File: config.mk
export PLATFORM = sky130hd
export DESIGN_NAME = wrist_raise_lower_detector
export DESIGN_NICKNAME = d
export VERILOG_FILES = /design/src/rtl/wrl_pkg.sv /design/src/rtl/wrl_pose.sv /design/src/rtl/wrl_state.sv /design/src/rtl/wrist_raise_lower_detector.sv
export SDC_FILE = /design/constraint.sdc
export NUM_CORES = 1
export LEC_CHECK = 0
export ABC_AREA = 1
export BUFFER_PORTS_ARGS = -buffer_cell sky130_fd_sc_hd__clkbuf_2
export CAP_MARGIN = 20
export CORE_ASPECT_RATIO = 0.6
export CORE_MARGIN = 3
export CORE_UTILIZATION = 45
export DETAILED_ROUTE_END_ITERATION = 10
export PLACE_DENSITY = 0.71
export SETUP_SLACK_MARGIN = 0.5
export SYNTH_ARGS = -nofsm -noshare
export SYNTH_HDL_FRONTEND = slang
export SYNTH_SLANG_ARGS = --single-unit
File: constraint.sdc
create_clock -name clock -period 3.3 [get_ports clock]
set_input_delay 0.825 -clock clock [delete_from_list [all_inputs] [get_ports clock]]
set_output_delay 0.825 -clock clock [all_outputs]
set_load 0.01 [all_outputs]
File: src/rtl/wrl_pkg.sv
package wrl_pkg;

   // field widths
   localparam int AccelWidth  = 16;
   localparam int MinuteWidth = 11;
   localparam int CsrIdxWidth = 2;
   localparam int CsrDatWidth = 11;

   // configuration register indexes
   typedef enum logic [CsrIdxWidth-1:0] {
      CSR_GESTURE_ENABLE      = 2'd0,
      CSR_WINDOW_START_MINUTE = 2'd1,
      CSR_WINDOW_END_MINUTE   = 2'd2
   } csr_index_type;

   // reset values of the configuration registers
   localparam logic                   GESTURE_ENABLE_RESET = 1'b1;
   localparam logic [MinuteWidth-1:0] WINDOW_START_RESET   = 11'd0;
   localparam logic [MinuteWidth-1:0] WINDOW_END_RESET     = 11'd1439;

   // pose thresholds, milli-g
   localparam logic signed [AccelWidth-1:0] LOWER_Z_MIN     = -16'sd1000;
   localparam logic signed [AccelWidth-1:0] SIDE_Y_MIN      = 16'sd600;
   localparam logic signed [AccelWidth-1:0] LOWER_X_MAX     = -16'sd400;
   localparam logic signed [AccelWidth-1:0] LOWER_Z_FLAT    = 16'sd500;
   localparam logic signed [AccelWidth-1:0] LOWER_Z_CLEAR   = -16'sd1500;
   localparam logic signed [AccelWidth-1:0] POSE0_Z_MIN     = -16'sd200;
   localparam logic signed [AccelWidth-1:0] POSE1_Y_MAX     = 16'sd500;
   localparam logic signed [AccelWidth-1:0] POSE1_X_MAX     = -16'sd500;
   localparam logic signed [AccelWidth-1:0] POSE1_Z_MIN     = 16'sd200;
   localparam logic signed [AccelWidth-1:0] FACE_DOWN_Z_MAX = -16'sd500;
   localparam logic signed [AccelWidth-1:0] RAISE_Y_MAX     = 16'sd310;
   localparam logic signed [AccelWidth-1:0] RAISE_X_MIN     = -16'sd170;
   localparam logic signed [AccelWidth-1:0] RAISE_Z_MAX     = -16'sd300;

   // counter widths and limits
   localparam int LowerWidth = 4;
   localparam int ShortWidth = 3;
   localparam int RunWidth   = 5;
   localparam int IdleWidth  = 8;
   localparam int ShortPoses = 4;

   localparam logic [LowerWidth-1:0] LOWER_LIMIT = 4'd10;
   localparam logic [ShortWidth-1:0] SHORT_LIMIT = 3'd3;
   localparam logic [RunWidth-1:0]   RUN_LIMIT   = 5'd20;
   localparam logic [IdleWidth-1:0]  IDLE_MAX    = 8'd255;
   localparam logic [IdleWidth-1:0]  IDLE_WAKE   = 8'd60;

   // pose decisions for one sample
   typedef struct packed {
      logic lowered;
      logic lower_clear;
      logic pose0;
      logic pose1;
      logic pose2;
      logic pose3;
      logic face_down;
      logic raise;
   } pose_type;

   // one result beat
   typedef struct packed {
      logic screen_asleep;
      logic wake_event;
      logic sleep_event;
      logic sample_used;
      logic batch_done;
   } result_type;

endpackage

File: src/rtl/wrl_pose.sv
module wrl_pose
   import wrl_pkg::*;
(
   input  logic signed [AccelWidth-1:0] accel_x,
   input  logic signed [AccelWidth-1:0] accel_y,
   input  logic signed [AccelWidth-1:0] accel_z,
   output pose_type                     pose
);

   logic ay_gt_side;
   logic ay_lt_pose1;
   logic ay_lt_raise;

   // magnitude tests on y without forming |y|
   assign ay_gt_side  = (accel_y > SIDE_Y_MIN) || (accel_y < -SIDE_Y_MIN);
   assign ay_lt_pose1 = (accel_y < POSE1_Y_MAX) && (accel_y > -POSE1_Y_MAX);
   assign ay_lt_raise = (accel_y < RAISE_Y_MAX) && (accel_y > -RAISE_Y_MAX);

   // pose classes
   always_comb begin
      pose.lowered     = (accel_z > LOWER_Z_MIN) &&
                         (ay_gt_side || (accel_x < LOWER_X_MAX) || (accel_z > LOWER_Z_FLAT));
      pose.lower_clear = accel_z < LOWER_Z_CLEAR;
      pose.pose0       = ay_gt_side && (accel_z > POSE0_Z_MIN);
      pose.pose1       = ay_lt_pose1 && (accel_x < POSE1_X_MAX) && (accel_z > POSE1_Z_MIN);
      pose.pose2       = ay_gt_side && (accel_z < FACE_DOWN_Z_MAX);
      pose.pose3       = (accel_x < LOWER_X_MAX) && (accel_z < FACE_DOWN_Z_MAX);
      pose.face_down   = accel_z < FACE_DOWN_Z_MAX;
      pose.raise       = ay_lt_raise && (accel_x > RAISE_X_MIN) && (accel_z < RAISE_Z_MAX);
   end

endmodule

File: src/rtl/wrl_state.sv
module wrl_state
   import wrl_pkg::*;
(
   input  logic                   clock,
   input  logic                   reset,
   input  logic                   csr_write_enable,
   input  logic [CsrIdxWidth-1:0] csr_index,
   input  logic [CsrDatWidth-1:0] csr_wdata,
   input  logic                   commit,
   input  logic [MinuteWidth-1:0] minute_of_day,
   input  logic                   batch_last,
   input  pose_type               pose,
   output result_type             result
);

   logic                   gesture_enable_ff;
   logic [MinuteWidth-1:0] window_start_ff;
   logic [MinuteWidth-1:0] window_end_ff;

   logic                  asleep_ff,   asleep_in;
   logic [LowerWidth-1:0] lower_ff,    lower_in;
   logic [ShortWidth-1:0] short_ff [ShortPoses];
   logic [ShortWidth-1:0] short_in [ShortPoses];
   logic [RunWidth-1:0]   run_ff,      run_in;
   logic [IdleWidth-1:0]  idle_ff,     idle_in;

   logic used;
   logic wake;
   logic slept;
   logic short_hit;
   logic [1:0] short_sel;

   // configuration registers
   always_ff @(posedge clock) begin
      if (reset) begin
         gesture_enable_ff <= GESTURE_ENABLE_RESET;
         window_start_ff   <= WINDOW_START_RESET;
         window_end_ff     <= WINDOW_END_RESET;
      end else if (csr_write_enable) begin
         case (csr_index_type'(csr_index))
            CSR_GESTURE_ENABLE:      gesture_enable_ff <= csr_wdata[0];
            CSR_WINDOW_START_MINUTE: window_start_ff   <= csr_wdata;
            CSR_WINDOW_END_MINUTE:   window_end_ff     <= csr_wdata;
            default: ;
         endcase
      end
   end

   assign used = gesture_enable_ff && (minute_of_day >= window_start_ff) &&
                 (minute_of_day <= window_end_ff);

   // first matching short pose
   always_comb begin
      short_hit = 1'b1;
      short_sel = 2'd0;
      if (pose.pose0) begin
         short_sel = 2'd0;
      end else if (pose.pose1) begin
         short_sel = 2'd1;
      end else if (pose.pose2) begin
         short_sel = 2'd2;
      end else if (pose.pose3) begin
         short_sel = 2'd3;
      end else begin
         short_hit = 1'b0;
      end
   end

   // next state for one sample
   always_comb begin
      asleep_in = asleep_ff;
      lower_in  = lower_ff;
      run_in    = run_ff;
      idle_in   = idle_ff;
      for (int k = 0; k < ShortPoses; k++) begin
         short_in[k] = short_ff[k];
      end
      wake  = 1'b0;
      slept = 1'b0;

      if (used) begin
         // lower-wrist sleep
         if (asleep_ff) begin
            lower_in = '0;
         end else begin
            if (pose.lower_clear) begin
               lower_in = '0;
            end
            if ((lower_in != '0) && pose.lowered) begin
               if (lower_in > LOWER_LIMIT) begin
                  lower_in  = '0;
                  asleep_in = 1'b1;
                  slept     = 1'b1;
               end else begin
                  lower_in = lower_in + 1'b1;
               end
            end
         end

         // orientation classes
         if (short_hit) begin
            if (short_ff[short_sel] > SHORT_LIMIT) begin
               short_in[short_sel] = '0;
               idle_in             = '0;
            end else begin
               short_in[short_sel] = short_ff[short_sel] + 1'b1;
            end
         end else if (pose.face_down) begin
            if (run_ff > RUN_LIMIT) begin
               run_in  = '0;
               idle_in = '0;
            end else begin
               run_in = run_ff + 1'b1;
            end
         end else begin
            for (int k = 0; k < ShortPoses; k++) begin
               short_in[k] = '0;
            end
            run_in = '0;
            if (idle_ff != IDLE_MAX) begin
               idle_in = idle_ff + 1'b1;
            end
         end

         // raise wake, judged on the updated idle count
         if (pose.raise && (idle_in < IDLE_WAKE)) begin
            lower_in  = LowerWidth'(1);
            asleep_in = 1'b0;
            wake      = 1'b1;
         end
      end
   end

   // gesture state
   always_ff @(posedge clock) begin
      if (reset) begin
         asleep_ff <= 1'b0;
         lower_ff  <= '0;
         run_ff    <= '0;
         idle_ff   <= '0;
         for (int k = 0; k < ShortPoses; k++) begin
            short_ff[k] <= '0;
         end
      end else if (commit) begin
         asleep_ff <= asleep_in;
         lower_ff  <= lower_in;
         run_ff    <= run_in;
         idle_ff   <= idle_in;
         for (int k = 0; k < ShortPoses; k++) begin
            short_ff[k] <= short_in[k];
         end
      end
   end

   // result of this sample
   always_comb begin
      result.screen_asleep = asleep_in;
      result.wake_event    = wake;
      result.sleep_event   = slept;
      result.sample_used   = used;
      result.batch_done    = batch_last;
   end

endmodule

File: src/rtl/wrist_raise_lower_detector.sv
// Wrist raise / lower detector. Takes one accelerometer sample per beat and
// returns one result beat per sample, in order. A new sample can be taken in
// every cycle while the result side does not stall: the sample is registered,
// then all pose tests and counter update run combinationally into the result
// register, updating the gesture state once per sample. A result-side stall
// holds the result register, and the input register while full, and reaches
// the sample side in the same cycle. Configuration writes take effect at
// once; the user must make them while no sample is in flight (unchecked).
module wrist_raise_lower_detector
   import wrl_pkg::*;
(
   input  logic                         clock,
   input  logic                         reset,
   input  logic                         csr_write_enable,
   input  logic [CsrIdxWidth-1:0]       csr_index,
   input  logic [CsrDatWidth-1:0]       csr_wdata,
   input  logic                         req_valid,
   output logic                         req_stall,
   input  logic signed [AccelWidth-1:0] req_accel_x,
   input  logic signed [AccelWidth-1:0] req_accel_y,
   input  logic signed [AccelWidth-1:0] req_accel_z,
   input  logic [MinuteWidth-1:0]       req_minute_of_day,
   input  logic                         req_batch_last,
   output logic                         rsp_valid,
   input  logic                         rsp_stall,
   output logic                         rsp_screen_asleep,
   output logic                         rsp_wake_event,
   output logic                         rsp_sleep_event,
   output logic                         rsp_sample_used,
   output logic                         rsp_batch_done
);

   logic                         s1_valid_ff, s1_valid_in;
   logic signed [AccelWidth-1:0] s1_x_ff, s1_y_ff, s1_z_ff;
   logic [MinuteWidth-1:0]       s1_minute_ff;
   logic                         s1_last_ff;
   logic                         out_valid_ff, out_valid_in;
   result_type                   out_ff;

   logic       advance_out;
   logic       advance_in;
   logic       commit;
   pose_type   pose;
   result_type result;

   // pipeline flow
   assign advance_out  = !out_valid_ff || !rsp_stall;
   assign advance_in   = !s1_valid_ff || advance_out;
   assign commit       = s1_valid_ff && advance_out;
   assign req_stall    = !advance_in;
   assign s1_valid_in  = advance_in ? req_valid : s1_valid_ff;
   assign out_valid_in = advance_out ? s1_valid_ff : out_valid_ff;

   // input register
   always_ff @(posedge clock) begin
      if (reset) begin
         s1_valid_ff <= 1'b0;
      end else begin
         s1_valid_ff <= s1_valid_in;
      end
      if (advance_in && req_valid) begin
         s1_x_ff      <= req_accel_x;
         s1_y_ff      <= req_accel_y;
         s1_z_ff      <= req_accel_z;
         s1_minute_ff <= req_minute_of_day;
         s1_last_ff   <= req_batch_last;
      end
   end

   wrl_pose u_pose (
      .accel_x (s1_x_ff),
      .accel_y (s1_y_ff),
      .accel_z (s1_z_ff),
      .pose    (pose)
   );

   wrl_state u_state (
      .clock            (clock),
      .reset            (reset),
      .csr_write_enable (csr_write_enable),
      .csr_index        (csr_index),
      .csr_wdata        (csr_wdata),
      .commit           (commit),
      .minute_of_day    (s1_minute_ff),
      .batch_last       (s1_last_ff),
      .pose             (pose),
      .result           (result)
   );

   // result register
   always_ff @(posedge clock) begin
      if (reset) begin
         out_valid_ff <= 1'b0;
      end else begin
         out_valid_ff <= out_valid_in;
      end
      if (commit) begin
         out_ff <= result;
      end
   end

   assign rsp_valid         = out_valid_ff;
   assign rsp_screen_asleep = out_ff.screen_asleep;
   assign rsp_wake_event    = out_ff.wake_event;
   assign rsp_sleep_event   = out_ff.sleep_event;
   assign rsp_sample_used   = out_ff.sample_used;
   assign rsp_batch_done    = out_ff.batch_done;

`ifndef ASSERT_OFF
   // a wake and a sleep cannot come from the same sample
   a_wake_sleep_exclusive: assert property (@(posedge clock) disable iff (reset)
      rsp_valid |-> !(rsp_wake_event && rsp_sleep_event))
      else $error("wake and sleep in one result");

   // an ignored sample raises no event
   a_ignored_no_event: assert property (@(posedge clock) disable iff (reset)
      (rsp_valid && !rsp_sample_used) |-> (!rsp_wake_event && !rsp_sleep_event))
      else $error("event on ignored sample");

   // events agree with the reported screen state
   a_event_state: assert property (@(posedge clock) disable iff (reset)
      rsp_valid |-> ((!rsp_sleep_event || rsp_screen_asleep) &&
                     (!rsp_wake_event || !rsp_screen_asleep)))
      else $error("event disagrees with screen state");

   // a held sample stays in the input register while the result side stalls
   a_hold_input: assert property (@(posedge clock) disable iff (reset)
      (s1_valid_ff && out_valid_ff && rsp_stall) |=>
         (s1_valid_ff && $stable(s1_minute_ff) && $stable(s1_z_ff)))
      else $error("input register lost a held sample");
`endif

endmodule
==> summary.txt <==
Run status
  • Run status: finished clean

Timing
  • Hold Vio Cnt, Final: 0
  • F_max: 389.1 MHz
  • Max-slew violation total from the final report: 0
  • Setup violators final: 0
  • Slew headroom: 0.4516
  • Post-route minimum period: ~2600 ps
  • Worst Tran Pin Value: 815.1 ps
  • Final period util: 0.7787
  • Skew final: 12.65 ps
  • RSZ-0062 raised after global routing: no
  • Setup TNS: 0 ps

Drt
  • Routed vias: 5,242
  • DRC: 0
  • Starting DRT DRC Count: approximately 470
  • DR WL/cell: roughly 14 µm
  • Detail Route Antenna Nets: 0
  • TritonRoute pass-1 iters: 5
  • DR vias/cell: 5.247
  • Final wirelength: roughly 14 mm

CTS
  • Skew-Pair Late Insertion Delay: slightly above 400 ps
  • TritonCTS Buffers: 17
  • CTS H-tree lvls: 4
  • CTS Hold Bufs: 0
  • Root buf cell: clkbuf_16
  • CTS tree: yes
  • CTS clk-pin slew, worst paths: 60 ps
  • Clk sinks: 120
  • Longest Clk Path Bufs: 2

Synthesis
  • Sequential-to-total area share from yosys stat: 0.5157
  • Post-synth cell types: 43
  • Mux contribution to synthesized area: 0
  • Largest family of logic cells by synthesized area: simple AND/OR/NAND/NOR gates
  • Top-count cell post-synth: nand2_1
  • Post-Synthesis Cells: 710
  • Ys Warns: 0
  • Compound-cell area share of the yosys netlist: 0.1399
  • Post-synth ARST share: 0
  • Synth top area share: 0.3758
  • Synth Area in XOR/XNOR: 0.002847
  • Top cells by area, synth: edfxtp_1 38%, dfxtp_1 14%, nand2_1 8.0%
  • Mapped Avg Cell Area: roughly 8.7 µm²
  • Post-Syn Nets: 817
  • Post-Synth Simple-Gate Area: 0.2107
  • Largest area contributor in the netlist: edfxtp_1
  • Post-synth top cells: 131 x nand2_1, 99 x inv_1, 77 x edfxtp_1
  • Post-Syn Area: between 0.006 and 0.007 mm²
  • Number of synthesized flops with an enable pin: 77
  • Post-Synth Adder-Cell Area: 0.05897
  • Yosys reg bits: 120
  • Top FF cell, synth: edfxtp_1

Worst setup path
  • Worst endpoint required time: 3470 ps
  • Reg2Reg Setup Slack: 730 ps
  • Setup Crit Path Kind: register to register
  • Arrival time worst endpoint: roughly 2700 ps
  • Worst Path Max Fanout: 10
  • Critical path launch point type: register
  • Critical path capture point type: register

Hold path
  • Worst Hold Class: register to register

Layout
  • Finished layout cell area: 0.007541 mm²
  • Layout cells sized above 1: 0.2014
  • Diode count: 0
  • Final net count: 923
  • Synth-to-layout area growth: 22.55%
  • Filler cell count in the final layout: 1,133

Placed design
  • GP Congestion: a little under 1
  • Post-DP HPWL: 10.42 mm
  • IO Port Bufs: 84
  • Post-DP Area: 0.006784 mm²

Power and ir drop
  • Static Leak: 0.003277 µW
  • Pwr per Cell Area: 533.2 mW/mm²
  • Peak VDD IR: 0.3196 mV

Run
  • Max cap viols: 0

GRT
  • First-pass GRT wire length: 23.20 mm
  • Total track usage: 0.1957
  • Largest net degree at the start of global routing: 45
  • Initial antenna violation count: 0
  • Vias in the first global route: 4,678
  • Grt ovf: 0

Floorplan
  • Starting Density: 0.4700
  • I/O pin total: 85
  • Core footprint: roughly 0.013 mm²
  • Die Y: 96.58 µm
  • Floorplan row count: 32
  • Die width: around 160 µm
  • Area of the die: roughly 0.015 mm²
[logic make-up after synthesis]
group | count (synthesis)
compound gates | 151
xor+xnor | 2
fa+ha+maj | 29
buf+inv | 115
flops | 120
simple gates | 293
[timing repair]
action | CTS | global route
pin swaps | 0 | 3
buffers inserted | 0 | 10
setup endpoints to repair | 14 | 35
resized for setup | 3 | 17
[placed cells by master (no fill, tap or decap), drive strengths merged]
master / instances
nor3b: 2
inv: 108
xor2: 1
a21oi: 61
o22ai: 1
nand4: 13
buf: 16
nand2: 136
clkinv: 4
a22oi: 3
o211ai: 14
o31ai: 1
ha: 29
o21a: 1
o21ai: 57
nor2: 71
and3: 1
nor4: 8
a31o: 1
a31oi: 3
nand3: 46
edfxtp: 77
a211oi: 4
o21ba: 1
a41oi: 1
dfxtp: 43
bufinv: 2
clkbuf: 102
and2: 1
clkinvlp: 2
nor3: 15
a221oi: 1
a21boi: 1
o2111ai: 1
xnor2: 1
[cell type report]
| cell class | instances | area [µm²] | share of cell area |
|---|---|---|---|
| flip-flops and latches | 120 | 3173 | 0.4208 |
| multi-input cells | 475 | 2608 | 0.3458 |
| well taps | 170 | 212.7 | 0.02821 |
| inverters | 102 | 385.4 | 0.05110 |
| repair buffers | 100 | 553.0 | 0.07334 |
| clock buffers | 18 | 450.4 | 0.05973 |
| clock inverters | 14 | 158.9 | 0.02107 |
[registers in the layout (all words and copies together) (netlist names), 4 cells and up]
register                 cells
u_state.short_ff            12
s1_z_ff                     16
u_state.idle_ff              8
s1_minute_ff                11
u_state.window_end_ff       11
u_state.run_ff               5
u_state.lower_ff             4
u_state.window_start_ff     11
s1_x_ff                     16
s1_y_ff                     16
[worst max-delay path: stages (launching register included)]
cell,delay (ps)
edfxtp_1,450
nand2_1,180
o21ai_0,120
o21ai_1,240
nand3_4,170
nand2_2,120
nand2_2,110
o211ai_4,190
inv_4,110
nand2_1,130
nand2_1,80
nor2_2,180
nand3_1,120
nand2_1,100
inv_1,40
[metal layers]
metal | vias up | track usage | share of wire
li1 | 2654 | - | -
met1 | 2340 | 0.3022 | 0.51
met2 | 235 | 0.2593 | 0.38
met3 | 13 | 0.06008 | 0.094
met4 | 0 | 0.05535 | 0.0098
met5 | - | 0 | 0
[stage by stage]
stage	cells	hold slack, ps	setup slack, ps	total power (µW)	util
2_1_floorplan	710	400.3	599.1	1982	-
3_3_place_gp	957	416.2	514.8	2116	0.5182
3_5_place_dp	957	421.7	478.0	2121	0.5182
4_1_cts	989	436.2	594.1	4033	0.5657
5_1_grt	999	439.1	472.2	4178	0.5760
6_report	999	429.3	730.2	4021	0.5760
[path summary, 6_finish.rpt]
kind / end / cells after the start / from
min reg2reg: rsp_batch_done / 0 / s1_last_ff
max reg2reg: rsp_screen_asleep / 14 / s1_y_ff[6]
max: rsp_screen_asleep / 14 / s1_y_ff[6]
min: rsp_batch_done / 0 / s1_last_ff
[report_power, final]
part           internal, µW  switching [µW]  leakage [µW]
sequential             1690            49.4       0.00111
combinational           140             240       0.00187
clock                  1170             730      0.000295
total                  3000            1020       0.00328
Power figures use the tool's default switching activity.
